File: src/hdl/assert_macros.svh
// ----------------------------------------------------------------------------
// Assertion macros
// Shared concurrent assertion wrappers for the escape codec RTL.
// ----------------------------------------------------------------------------
`ifndef ASSERT_MACROS_SVH
`define ASSERT_MACROS_SVH

// Checked on every rising clock edge, disabled while reset is high.
`define UHEC_ASSERT(label, prop, msg) \
   label: assert property (@(posedge clock) disable iff (reset) (prop)) \
      else $error(msg);

// Checked on every rising clock edge, reset included.
`define UHEC_ASSERT_ALWAYS(label, prop, msg) \
   label: assert property (@(posedge clock) (prop)) else $error(msg);

`endif

File: src/hdl/uhec_pkg.sv
// ----------------------------------------------------------------------------
// uhec_pkg
// Types, constants and character helpers shared by the escape codec modules.
// ----------------------------------------------------------------------------
package uhec_pkg;

   // Character constants.
   localparam logic [7:0] ESC_CHAR    = 8'h5F;
   localparam logic [7:0] LETTER_GAP  = 8'd7;
   localparam logic [7:0] NIBBLE_MASK = 8'h0F;

   // Register map.
   localparam int unsigned CSR_ADDR_W  = 3;
   localparam int unsigned CSR_DATA_W  = 32;
   localparam int unsigned CSR_IDX_W   = CSR_ADDR_W - 2;
   localparam logic [CSR_IDX_W-1:0] CSR_IDX_DECODE_MODE = '0;

   // Default depth of the job queue between front and back.
   localparam int unsigned UHEC_QUEUE_DEPTH = 2;

   // Maximum output bytes that one input byte can produce.
   localparam int unsigned MAX_CHARS = 3;

   // Decode escape phase.
   typedef enum logic [1:0] {
      PHASE_IDLE  = 2'd0,
      PHASE_ESC   = 2'd1,
      PHASE_DIGIT = 2'd2
   } phase_type;

   // Control from the register block to the front.
   typedef struct packed {
      logic decode_mode;
      logic clear;
   } cfg_type;

   // One classified item: up to three output characters, first in chars[0].
   typedef struct packed {
      logic [MAX_CHARS-1:0][7:0] chars;
      logic [1:0]                count;
      logic                      last;
   } job_type;

   function automatic logic is_alnum(input logic [7:0] c);
      return (c >= 8'h30 && c <= 8'h39) || (c >= 8'h41 && c <= 8'h5A) ||
             (c >= 8'h61 && c <= 8'h7A);
   endfunction

   function automatic logic is_hex_up(input logic [7:0] c);
      return (c >= 8'h30 && c <= 8'h39) || (c >= 8'h41 && c <= 8'h46);
   endfunction

   // Value of an uppercase hex digit character.
   function automatic logic [3:0] hex_value(input logic [7:0] c);
      logic [7:0] v;
      v = c - 8'h30;
      if (c > 8'h39) begin
         v = v - LETTER_GAP;
      end
      v = v & NIBBLE_MASK;
      return v[3:0];
   endfunction

   // Uppercase hex digit character for a nibble.
   function automatic logic [7:0] hex_char(input logic [3:0] n);
      logic [7:0] c;
      c = 8'h30 + {4'b0000, n};
      if (n > 4'd9) begin
         c = c + LETTER_GAP;
      end
      return c;
   endfunction

endpackage

File: src/hdl/underscore_hex_escape_codec.sv
// The first output word of an input word is registered in the job queue and
// then in the output register.
// Throughput: one input word per cycle while each yields one output word and
// rsp_stall is low; a word that expands to three characters is sent through
// the single output register one character at a time, later words waiting.
// Reset: synchronous, active high; encode mode, no escape held, queue empty.
// ----------------------------------------------------------------------------
// underscore_hex_escape_codec
// Byte stream escape codec with an APB-style mode register, a classifying
// front, a short job queue and a serializing back.
// ----------------------------------------------------------------------------
module underscore_hex_escape_codec #(
   parameter int unsigned QueueDepth = uhec_pkg::UHEC_QUEUE_DEPTH
) (
   input  logic                            clock,
   input  logic                            reset,
   // Input channel.
   input  logic                            req_valid,
   input  logic [7:0]                      req_in_byte,
   input  logic                            req_in_last,
   output logic                            req_stall,
   // Result channel.
   output logic                            rsp_valid,
   output logic [7:0]                      rsp_out_byte,
   output logic                            rsp_out_last,
   input  logic                            rsp_stall,
   // Register port.
   input  logic                            csr_psel,
   input  logic                            csr_penable,
   input  logic                            csr_pwrite,
   input  logic [uhec_pkg::CSR_ADDR_W-1:0] csr_paddr,
   input  logic [uhec_pkg::CSR_DATA_W-1:0] csr_pwdata,
   output logic [uhec_pkg::CSR_DATA_W-1:0] csr_prdata,
   output logic                            csr_pready
);
   import uhec_pkg::*;

   logic                 decode_mode_ff, decode_mode_in;
   logic [CSR_IDX_W-1:0] csr_idx;
   logic                 mode_hit;
   logic                 mode_write;
   cfg_type              cfg;
   job_type              push_job;
   job_type              head_job;
   logic                 push;
   logic                 pop;
   logic                 q_empty;
   logic                 q_full;

   // Register decode.
   assign csr_pready = 1'b1;
   assign csr_idx    = csr_paddr[CSR_ADDR_W-1:2];
   assign mode_hit   = (csr_idx == CSR_IDX_DECODE_MODE);
   assign mode_write = csr_psel && csr_penable && csr_pwrite && csr_pready && mode_hit;

   assign decode_mode_in = mode_write ? csr_pwdata[0] : decode_mode_ff;

   always_ff @(posedge clock) begin
      if (reset) begin
         decode_mode_ff <= 1'b0;
      end else begin
         decode_mode_ff <= decode_mode_in;
      end
   end

   // Read back.
   always_comb begin
      csr_prdata = '0;
      if (mode_hit) begin
         csr_prdata[0] = decode_mode_ff;
      end
   end

   // A mode write also drops any held escape.
   assign cfg.decode_mode = decode_mode_ff;
   assign cfg.clear       = mode_write;

   uhec_front u_front (
      .clock       (clock),
      .reset       (reset),
      .cfg         (cfg),
      .req_valid   (req_valid),
      .req_in_byte (req_in_byte),
      .req_in_last (req_in_last),
      .req_stall   (req_stall),
      .q_full      (q_full),
      .push        (push),
      .job         (push_job)
   );

   uhec_fifo #(
      .Depth (QueueDepth)
   ) u_fifo (
      .clock  (clock),
      .reset  (reset),
      .push   (push),
      .wr_job (push_job),
      .pop    (pop),
      .head   (head_job),
      .empty  (q_empty),
      .full   (q_full)
   );

   uhec_back u_back (
      .clock        (clock),
      .reset        (reset),
      .head         (head_job),
      .empty        (q_empty),
      .pop          (pop),
      .rsp_valid    (rsp_valid),
      .rsp_out_byte (rsp_out_byte),
      .rsp_out_last (rsp_out_last),
      .rsp_stall    (rsp_stall)
   );

endmodule

File: src/hdl/uhec_front.sv
// ----------------------------------------------------------------------------
// uhec_front
// Accepts input words, tracks the decode escape phase and turns each word
// that yields output into a job of up to three output characters for the queue.
// ----------------------------------------------------------------------------
`include "assert_macros.svh"

module uhec_front (
   input  logic              clock,
   input  logic              reset,
   input  uhec_pkg::cfg_type cfg,
   input  logic              req_valid,
   input  logic [7:0]        req_in_byte,
   input  logic              req_in_last,
   output logic              req_stall,
   input  logic              q_full,
   output logic              push,
   output uhec_pkg::job_type job
);
   import uhec_pkg::*;

   phase_type  phase_ff, phase_in;
   logic [7:0] held_ff, held_in;
   logic       accept;
   logic       b_is_esc_held;

   // The queue decides whether a word can be taken.
   assign req_stall = q_full;
   assign accept    = req_valid && !q_full;

   // An underscore that is not the last character opens a new escape.
   assign b_is_esc_held = (req_in_byte == ESC_CHAR) && !req_in_last;

   // Next escape phase.
   always_comb begin
      phase_in = phase_ff;
      held_in  = held_ff;
      if (cfg.clear) begin
         phase_in = PHASE_IDLE;
         held_in  = '0;
      end else if (accept && cfg.decode_mode) begin
         unique case (phase_ff)
            PHASE_ESC: begin
               if (req_in_last) begin
                  phase_in = PHASE_IDLE;
               end else if (is_hex_up(req_in_byte)) begin
                  held_in  = req_in_byte;
                  phase_in = PHASE_DIGIT;
               end else begin
                  phase_in = b_is_esc_held ? PHASE_ESC : PHASE_IDLE;
               end
            end
            PHASE_DIGIT: begin
               held_in = '0;
               if (is_hex_up(req_in_byte)) begin
                  phase_in = PHASE_IDLE;
               end else begin
                  phase_in = b_is_esc_held ? PHASE_ESC : PHASE_IDLE;
               end
            end
            default: begin
               phase_in = b_is_esc_held ? PHASE_ESC : PHASE_IDLE;
            end
         endcase
      end
   end

   // Job contents for the accepted word.
   always_comb begin
      job       = '0;
      job.last  = req_in_last;
      if (!cfg.decode_mode) begin
         if (is_alnum(req_in_byte)) begin
            job.chars[0] = req_in_byte;
            job.count    = 2'd1;
         end else begin
            job.chars[0] = ESC_CHAR;
            job.chars[1] = hex_char(req_in_byte[7:4]);
            job.chars[2] = hex_char(req_in_byte[3:0]);
            job.count    = 2'd3;
         end
      end else begin
         unique case (phase_ff)
            PHASE_ESC: begin
               job.chars[0] = ESC_CHAR;
               job.chars[1] = req_in_byte;
               if (req_in_last) begin
                  job.count = 2'd2;
               end else if (is_hex_up(req_in_byte)) begin
                  job.count = 2'd0;
               end else begin
                  job.count = b_is_esc_held ? 2'd1 : 2'd2;
               end
            end
            PHASE_DIGIT: begin
               if (is_hex_up(req_in_byte)) begin
                  job.chars[0] = {hex_value(held_ff), hex_value(req_in_byte)};
                  job.count    = 2'd1;
               end else begin
                  job.chars[0] = ESC_CHAR;
                  job.chars[1] = held_ff;
                  job.chars[2] = req_in_byte;
                  job.count    = b_is_esc_held ? 2'd2 : 2'd3;
               end
            end
            default: begin
               job.chars[0] = req_in_byte;
               job.count    = b_is_esc_held ? 2'd0 : 2'd1;
            end
         endcase
      end
   end

   // Words that only open or extend an escape produce no job.
   assign push = accept && (job.count != 2'd0);

   always_ff @(posedge clock) begin
      if (reset) begin
         phase_ff <= PHASE_IDLE;
         held_ff  <= '0;
      end else begin
         phase_ff <= phase_in;
         held_ff  <= held_in;
      end
   end

   // Encode mode never disturbs the decode phase.
   `UHEC_ASSERT(a_encode_keeps_phase,
      !cfg.decode_mode && !cfg.clear |=> $stable(phase_ff),
      "escape phase changed in encode mode")

endmodule

File: src/hdl/uhec_fifo.sv
// ----------------------------------------------------------------------------
// uhec_fifo
// Short job queue that decouples the classifying front from the back.
// ----------------------------------------------------------------------------
`include "assert_macros.svh"

module uhec_fifo #(
   parameter int unsigned Depth = uhec_pkg::UHEC_QUEUE_DEPTH
) (
   input  logic              clock,
   input  logic              reset,
   input  logic              push,
   input  uhec_pkg::job_type wr_job,
   input  logic              pop,
   output uhec_pkg::job_type head,
   output logic              empty,
   output logic              full
);
   import uhec_pkg::*;

   localparam int unsigned PtrW = (Depth > 1) ? $clog2(Depth) : 1;
   localparam int unsigned CntW = $clog2(Depth + 1);
   localparam logic [PtrW-1:0] LastPtr = PtrW'(Depth - 1);

   job_type              entries_ff [Depth];
   logic [PtrW-1:0]      wr_ptr_ff, wr_ptr_in;
   logic [PtrW-1:0]      rd_ptr_ff, rd_ptr_in;
   logic [CntW-1:0]      count_ff, count_in;

   assign empty = (count_ff == '0);
   assign full  = (count_ff == CntW'(Depth));
   assign head  = entries_ff[rd_ptr_ff];

   // Pointer and fill count updates.
   always_comb begin
      wr_ptr_in = wr_ptr_ff;
      rd_ptr_in = rd_ptr_ff;
      count_in  = count_ff;
      if (push) begin
         wr_ptr_in = (wr_ptr_ff == LastPtr) ? '0 : wr_ptr_ff + PtrW'(1);
      end
      if (pop) begin
         rd_ptr_in = (rd_ptr_ff == LastPtr) ? '0 : rd_ptr_ff + PtrW'(1);
      end
      if (push && !pop) begin
         count_in = count_ff + CntW'(1);
      end else if (pop && !push) begin
         count_in = count_ff - CntW'(1);
      end
   end

   always_ff @(posedge clock) begin
      if (reset) begin
         wr_ptr_ff <= '0;
         rd_ptr_ff <= '0;
         count_ff  <= '0;
      end else begin
         wr_ptr_ff <= wr_ptr_in;
         rd_ptr_ff <= rd_ptr_in;
         count_ff  <= count_in;
      end
   end

   // Job storage.
   always_ff @(posedge clock) begin
      if (push) begin
         entries_ff[wr_ptr_ff] <= wr_job;
      end
   end

   // No overflow and no underflow.
   `UHEC_ASSERT(a_queue_bounds,
      !(push && full && !pop) && !(pop && empty),
      "job queue overflow or underflow")

endmodule

File: src/hdl/uhec_back.sv
// ----------------------------------------------------------------------------
// uhec_back
// Takes jobs from the queue and sends their characters one word per cycle
// through the output register while a job is queued and rsp_stall is low.
// ----------------------------------------------------------------------------
`include "assert_macros.svh"

module uhec_back (
   input  logic              clock,
   input  logic              reset,
   input  uhec_pkg::job_type head,
   input  logic              empty,
   output logic              pop,
   output logic              rsp_valid,
   output logic [7:0]        rsp_out_byte,
   output logic              rsp_out_last,
   input  logic              rsp_stall
);
   import uhec_pkg::*;

   logic [1:0] idx_ff, idx_in;
   logic       valid_ff, valid_in;
   logic [7:0] byte_ff, byte_in;
   logic       last_ff, last_in;
   logic       advance;
   logic       take;
   logic       at_end;

   // The output register moves when it is empty or being taken.
   assign advance = !valid_ff || !rsp_stall;
   assign take    = advance && !empty;
   assign at_end  = (idx_ff == head.count - 2'd1);
   assign pop     = take && at_end;

   // Serialize the head job.
   always_comb begin
      idx_in   = idx_ff;
      valid_in = valid_ff;
      byte_in  = byte_ff;
      last_in  = last_ff;
      if (advance) begin
         valid_in = !empty;
      end
      if (take) begin
         byte_in = head.chars[idx_ff];
         last_in = head.last && at_end;
         idx_in  = at_end ? 2'd0 : idx_ff + 2'd1;
      end
   end

   always_ff @(posedge clock) begin
      if (reset) begin
         idx_ff   <= '0;
         valid_ff <= 1'b0;
      end else begin
         idx_ff   <= idx_in;
         valid_ff <= valid_in;
      end
   end

   always_ff @(posedge clock) begin
      byte_ff <= byte_in;
      last_ff <= last_in;
   end

   assign rsp_valid    = valid_ff;
   assign rsp_out_byte = byte_ff;
   assign rsp_out_last = last_ff;

   // The character index stays inside the head job.
   `UHEC_ASSERT(a_idx_in_job,
      !empty |-> (idx_ff < head.count),
      "character index beyond job length")

endmodule
File: config.mk
export PLATFORM = sky130hd
export DESIGN_NAME = underscore_hex_escape_codec
export DESIGN_NICKNAME = d
export VERILOG_FILES = /design/src/hdl/uhec_pkg.sv /design/src/hdl/underscore_hex_escape_codec.sv /design/src/hdl/uhec_front.sv /design/src/hdl/uhec_fifo.sv /design/src/hdl/uhec_back.sv
export VERILOG_INCLUDE_DIRS = /design/src /design/src/hdl
export SDC_FILE = /design/constraint.sdc
export NUM_CORES = 1
export LEC_CHECK = 0
export BUFFER_PORTS_ARGS = -buffer_cell sky130_fd_sc_hd__buf_2
export CAP_MARGIN = 10
export CORE_UTILIZATION = 55
export DETAILED_ROUTE_END_ITERATION = 12
export PLACE_DENSITY = 0.83
export SYNTH_ARGS = -nofsm -noshare
export SYNTH_HDL_FRONTEND = slang
export SYNTH_SLANG_ARGS = --single-unit
File: constraint.sdc
create_clock -name clock -period 7.3 [get_ports clock]
set_clock_uncertainty 0.1 [all_clocks]
set_input_delay 0 -clock clock [delete_from_list [all_inputs] [get_ports clock]]
set_output_delay 0 -clock clock [all_outputs]
set_load 0.02 [all_outputs]
## Yosys cells after proc, flatten, opt, wreduce, memory -nomap -nowiden

Memory sizes are Yosys's and may differ from the RTL's. A register that Yosys moved wholly into a read port is not among the register bits.
Cells that the tools add are included.

| cells by class | value |
|---|---|
| add/subtract/negate cells | 14 |
| order comparisons | 12 |
| eq/ne operators | 7 |
| multiplexer cells | 37 |
| bitwise logic cells | 1 |
| reduce and logical (&&, ||, !) cells | 33 |

Operators by type and width:

| cell | number |
|---|---|
| two-way mux 8 bit | 6 |
| two-way mux 16 bit | 2 |
| case mux 8 bit (2 select lines) | 2 |
| two-way mux 26 bit | 1 |
| less-or-equal comparator 8 x 7 -> 1 bit (second input constant) | 3 |
| two-way mux 10 bit | 2 |
| case mux 10 bit (2 select lines) | 1 |
| two-way mux 2 bit | 9 |
| adder 8 x 3 -> 8 bit (second input constant) | 2 |
| binary-select mux 8 bit (select 2 bit) | 1 |
| greater-or-equal comparator 8 x 7 -> 1 bit (second input constant) | 2 |
| > comparator 8 x 6 -> 1 bit (second input constant) | 2 |
| logical AND 1 bit | 16 |
| adder 6 x 4 -> 7 bit (first input constant) | 2 |
| two-way mux 1 bit | 10 |
| == test 8 x 7 -> 1 bit (second input constant) | 1 |
| greater-or-equal comparator 8 x 6 -> 1 bit (second input constant) | 1 |
| > comparator 4 bit (second input constant) | 2 |
| less-or-equal comparator 8 x 6 -> 1 bit (second input constant) | 1 |
| two-way mux 4 bit | 2 |
| subtractor 4 x 1 -> 4 bit (second input constant) | 2 |
| subtractor 4 x 3 -> 4 bit (second input constant) | 2 |
| zero test 1 bit | 7 |
| nonzero test 2 bit | 3 |
| 15 further kinds | 22 |

| storage, ports and cells | value |
|---|---|
| register bits | 27 |
| bits in writable memories | 54 |
| input port bits | 51 |
| output and inout port bits | 44 |
| logic and storage cells | 115 |
| memories | 1 |

Memory list:

| memory | depth | width | read ports | clocked after Yosys merged registers in | write ports | RTL line | source |
|---|---|---|---|---|---|---|---|
| u_fifo.entries_ff | 2 | 27 | 1 | 1 | 1 | uhec_fifo.sv:25 | `job_type entries_ff [Depth];` |

## Longest topological paths before layout

| logic depth | value |
|---|---|
| depth in word-level cells | 13 |
| depth in mapped cells | 12 |
| mapped depth without buffers | 11 |

## Cells and area by module

Synthesis repeated with hierarchy kept, for this count alone.

| second synthesis, totals | value |
|---|---|
| cell total of the unflattened synthesis | 407 |
| area, all modules | 4,580.6 sq um |

Modules (own cells, without submodules):

| module | times used | cells each | area an instance (sq um) | sequential area each (sq um) |
|---|---|---|---|---|
| uhec_fifo | 1 | 106 | 2,153.3 | 1,721.7 |
| uhec_front | 1 | 204 | 1,498.9 | 200.2 |
| uhec_back | 1 | 57 | 619.3 | 330.3 |
| underscore_hex_escape_codec | 1 | 40 | 309.0 | 20.0 |

## Least setup slack after synthesis

OpenSTA, ideal clock, no wires.

| timing | value |
|---|---|
| path kind | input-to-reg |
| from | in req_in_byte[0] |
| to | mem u_fifo.entries_ff[1][0] (netlist name), enable pin |
| library setup time | 0.386 ns |
| arrival time | 2.381 ns |
| data required time | 6.814 ns |
| setup slack | 4.432 ns |
| stages | 8 |
| buffers on the path | 1 |
| path through | clkbuf_1 -> inv_1 -> ha_1 -> or4b_1 -> and3_4 -> o32ai_1 -> a32o_1 -> and3_1 |

| between the ends | value |
|---|---|
| cells in the longest elaborated chain, start to end | 11 |
| elaborated cells between the ends (all ways) | 29 |
| classes of those cells | order compare: 7; eq/ne: 1; mux: 11; reduce/logical: 10 |

Ends and longest elaborated chain:

| what | RTL line | source |
|---|---|---|
| start: declaration | underscore_hex_escape_codec.sv:19 | `input logic [7:0] req_in_byte,` |
| greater-or-equal comparator 8 x 6 -> 1 bit, or another cell as far along | uhec_pkg.sv:45, uhec_pkg.sv:50 |  |
| logical AND 1 bit, on equally long branches | uhec_pkg.sv:45, uhec_pkg.sv:50, uhec_front.sv:32 |  |
| logical OR 1 bit / two-way mux 2 bit (equally long branches) | uhec_pkg.sv:50, uhec_front.sv:92 |  |
| two-way mux 2 bit | uhec_front.sv:89 | `end else if (is_hex_up(req_in_byte)) begin` |
| two-way mux 2 bit | uhec_front.sv:87 | `if (req_in_last) begin` |
| case mux 10 bit (2 select lines) | uhec_front.sv:83 | `unique case (phase_ff)` |
| two-way mux 26 bit * | uhec_front.sv:72 | `if (!cfg.decode_mode) begin` |
| nonzero test 2 bit * | uhec_front.sv:115 | `assign push = accept && (job.count != 2'd0);` |
| logical AND 1 bit * | uhec_front.sv:115 |  |
| two-way mux 1 bit * | uhec_fifo.sv:66 | `if (push) begin` |
| two-way mux 1 bit (not written as such) * | uhec_fifo.sv:67 | `entries_ff[wr_ptr_ff] <= wr_job;` |
| end: declaration | uhec_fifo.sv:25 |  |

Mark *: on every way between the ends. The rest lies on a longest branch, timed or not.

## Worst setup path in the final report

| timing | value |
|---|---|
| from | in req_in_byte[1] |
| to | mem u_fifo.entries_ff[0][21] (netlist name), enable pin |

The elaborated chain is that of the path after synthesis.

==> impl_results.rst <==
.. list-table::
   :header-rows: 1

   * - Metric
     - Value
   * - Layout Area Growth over Synthesis
     - 9.12%
   * - Die outline height
     - 92.5 um
   * - Part of the power in the clock network
     - 23.6%
   * - Biggest area contributors in the synthesized netlist
     - sky130_fd_sc_hd__edfxtp_1 42%, sky130_fd_sc_hd__dfxtp_1 8.4%, sky130_fd_sc_hd__buf_4 5.3%
   * - Delay of the slowest critical-path stage
     - roughly 760 ps
   * - Clock insertion delay at the later pin of the skew report
     - 350 ps
   * - Cell area after synthesis
     - around 4500 sq um
   * - Cell count after synthesis
     - slightly below 400
   * - Width of the die
     - 92.5 um
   * - Slew at the pin with the worst max-slew slack
     - 1190 ps
   * - Outcome
     - completed
   * - CP required
     - 7160 ps
   * - Residual overflow from global routing
     - 0
   * - Most frequent cells after synthesis
     - 63 x sky130_fd_sc_hd__edfxtp_1, 32 x sky130_fd_sc_hd__buf_4, 24 x sky130_fd_sc_hd__inv_1, 24 x sky130_fd_sc_hd__nor2_1, 23 x sky130_fd_sc_hd__a21oi_1
   * - Worst voltage drop across the vdd grid
     - 90.9 uV
   * - Most instantiated library cell after synthesis
     - sky130_fd_sc_hd__edfxtp_1
   * - Number of buffers created by CTS
     - 9
   * - DR pass1 iterations
     - 5
   * - Routability congestion estimate from global placement
     - 0.907
   * - Worst setup SP type
     - primary input
   * - Initial antenna violation count
     - 0
   * - Clock tree from TritonCTS
     - built
   * - HPWL after DPL
     - ~6800 um
   * - Launch instance of the worst register-to-register path
     - u_front.phase_ff[0]
   * - Number of failing hold endpoints at the final stage
     - 0
   * - Max-capacitance violation count
     - 0
   * - Placement Setup Slack
     - 3800 ps
   * - Clock Tree Root
     - sky130_fd_sc_hd__clkbuf_8
   * - Maximum clock insertion buffer count
     - 2
   * - Average cell area after synthesis
     - 11.3 sq um
   * - Die Outline Area
     - approximately 8600 sq um
   * - Largest area contributor in the synthesized netlist
     - sky130_fd_sc_hd__edfxtp_1
   * - Ys async rst share
     - 0%
   * - Design internal power
     - around 0.86 mW
   * - Number of fillers in the final layout
     - 617
   * - Slowest stage cell, crit path
     - sky130_fd_sc_hd__inv_1
   * - Capturing point of the worst reg2reg path
     - u_fifo.count_ff[1]
   * - Relative slew slack
     - 20.3%
   * - Cell occurring most often along the worst timing path
     - sky130_fd_sc_hd__inv_1
   * - Total routing usage reported by global routing
     - around 23%
   * - Cells traversed along the worst timing path
     - dlygate4sd3_1 -> buf_2 -> inv_1 -> ha_1 -> or4b_1 -> and3_4 -> o32ai_1 -> a32o_1 -> nand2_1 -> inv_1
   * - Relative contribution of combinational cells to total power
     - 26.3%
   * - DRC violation count after routing
     - 0
   * - Leakage power figure
     - 1.80 nW
   * - Routed wire length per instance
     - 17.7 um
   * - Sequential group share of total power
     - 50.1%
   * - CP endpoint
     - u_fifo.entries_ff[0][21]
   * - Count of input and output buffers
     - 29
   * - Ant. Diodes
     - 0
   * - Netlist cell types
     - 61
   * - Warnings from Yosys
     - 0
   * - Arrival @ worst endpoint
     - 3590 ps
   * - Setup TNS after final layout
     - 0 ps
   * - Via count
     - roughly 3.2k
   * - Switching part of the total power
     - 33.0%
   * - Setup repair after global routing missed its margin
     - no
   * - Portion of synthesized cell area occupied by the leading cell type
     - 42.0%
   * - Worst Setup Path Type
     - primary input to register
   * - Std cell rows
     - 32
   * - Count of cells along the worst register-to-register path
     - 9
   * - Final Net Count
     - approximately 500
   * - Net switching power
     - roughly 0.43 mW
   * - Sequential area share after synthesis
     - approximately 50%
   * - Peak clock frequency supported by timing
     - ~270 MHz
   * - Worst path setup slack after routing
     - 3570 ps
   * - Pin count of the biggest net entering global routing
     - 28
   * - Fraction of final layout cells sized beyond drive strength 1
     - approximately 16%
   * - Number of enable-type register cells in the synthesized netlist
     - 63
   * - Average vias per placed instance
     - about 5.9
   * - Max H-tree Level
     - 3
   * - Effective utilization at floorplan
     - 57.7%
   * - Top FF cell, synth
     - sky130_fd_sc_hd__edfxtp_1
   * - IO Pins
     - 95
   * - Critical path origin
     - req_in_byte[1]
   * - Final setup fails
     - 0
   * - Remaining antenna violation count after routing
     - 0
   * - Class of the tightest hold or removal check
     - primary input to register
   * - Wire length of the first global-routing pass
     - 15000 um
   * - Tightest hold margin
     - about 25 ps
   * - Peak fanout along the critical path
     - 27
   * - Worst-case register-to-register setup slack
     - 4080 ps
   * - Endpoint type of the worst setup path
     - register
   * - Number of global-route vias before repair
     - 2923
   * - Clock sink count
     - 82
   * - Number of storage elements in the synthesis netlist
     - 82
   * - Final min period
     - 3730 ps
   * - Final number of max-transition violations
     - 0
   * - Ratio of final minimum period to clock period
     - between 50% and 60%
   * - P per Cell Area
     - 263 nW/um^2
   * - Iteration-0 DRC count of the detailed router
     - 129
   * - Total detailed-routing wirelength
     - 9580 um
   * - # Post-CTS Setup Buffers
     - 0
   * - Area of the core region
     - 7810 sq um
   * - Clock Pin Slew Worst Setup and Hold Paths
     - 80 ps
==> through the flow <==
stage	utilization, %	total power [mW]	cell area, sq um	cells
finish	62.9	1.29	4910	540
floorplan	-	0.907	4610	427
detailed placement	58.9	0.988	4600	511
CTS	62.9	1.29	4910	540
global route	62.9	1.35	4910	540
global placement	58.9	0.972	4600	511
==> per-layer routing <==
layer  track usage [%]  share of wire (%)  vias to the layer above
li1                  -                  -                     1494
met1              31.6                 43                     1536
met2              37.5                 49                      117
met3              3.61                5.9                       20
met4              7.81                2.2                        0
met5                 0                  0                        -
==> worst min-delay path by stage <==
stage	startpoint	end	slack [ps]	depth (start not counted)
floorplan	csr_paddr[2]	csr_prdata[0]	-30	1
global route	req_in_byte[3]	u_front.held_ff[3]	30	2
detailed placement	csr_pwdata[0]	decode_mode_ff	150	3
CTS	req_in_byte[3]	u_front.held_ff[3]	20	2
finish	req_in_byte[3]	u_front.held_ff[3]	30	2
global placement	csr_pwdata[0]	decode_mode_ff	140	3
==> power by group through the flow <==
stage / Clock [mW] / Sequential (mW) / Combinational, mW
after floorplan: 0 / 0.676 / 0.232
after global placement: 0 / 0.652 / 0.320
after detailed placement: 0 / 0.657 / 0.331
after CTS: 0.308 / 0.647 / 0.338
after global routing: 0.328 / 0.654 / 0.369
final: 0.304 / 0.647 / 0.340
==> final cells by class <==
type	instances	area [sq um]	share of cell area, %
clock buffers	9	124	2.52
multi-input cells	272	1950	39.6
clock inverters	7	61.3	1.25
repair buffers	44	290	5.91
inverters	24	90.1	1.83
well taps	102	128	2.60
flip-flops and latches	82	2270	46.3
==> sequential cells by signal (all words and copies together) (netlist names), named ones only <==
register	flops
u_fifo.entries_ff	54
u_back.rsp_out_byte	8
u_front.held_ff	8
u_back.idx_ff	2
u_fifo.count_ff	2
u_front.phase_ff	2
decode_mode_ff	1
u_back.rsp_out_last	1
u_back.rsp_valid	1
u_fifo.rd_ptr_ff	1
u_fifo.wr_ptr_ff	1
==> cell families (layout without fill, tap and decap cells) <==
| family | after synthesis | in the layout | share of synthesized area [%] |
|---|---|---|---|
| other cells | 2 | 32 | 0.167 |
| fa+ha+maj | 15 | 15 | 4.17 |
| flops | 82 | 82 | 50.5 |
| buf+inv | 73 | 84 | 8.78 |
| mux | 22 | 22 | 7.14 |
| compound gates | 105 | 105 | 16.5 |
| xor+xnor | 8 | 8 | 1.56 |
| simple gates | 90 | 90 | 11.3 |
==> cells in the final DEF, fill, tap and decap left out, types with 8 or more instances in the layout <==
master,Yosys,routed
sky130_fd_sc_hd__inv_1,24,24
sky130_fd_sc_hd__nor2_1,24,24
sky130_fd_sc_hd__edfxtp_1,63,63
sky130_fd_sc_hd__conb_1,2,32
sky130_fd_sc_hd__mux4_2,8,8
sky130_fd_sc_hd__nand2_1,21,21
sky130_fd_sc_hd__ha_1,15,15
sky130_fd_sc_hd__dfxtp_1,19,19
sky130_fd_sc_hd__o21ai_0,14,14
sky130_fd_sc_hd__clkbuf_8,0,9
sky130_fd_sc_hd__buf_2,1,29
sky130_fd_sc_hd__o22ai_1,11,11
sky130_fd_sc_hd__dlygate4sd3_1,0,13
sky130_fd_sc_hd__mux2i_1,13,13
sky130_fd_sc_hd__a21oi_1,23,23
==> critical path: cells and delay by family <==
family                   cells  cell delay, ps
adder cells (fa/ha/maj)      1             270
AND/OR/NAND/NOR              3             810
buffers and inverters        4            1710
AO/OA/AOI/OAI                2             790
==> timing repair <==
action                                 CTS  global route
hold buffers                            13             0
gates resized for setup                  0             0
endpoints found under the hold margin   17             0
(Power assumes the default switching activity.)
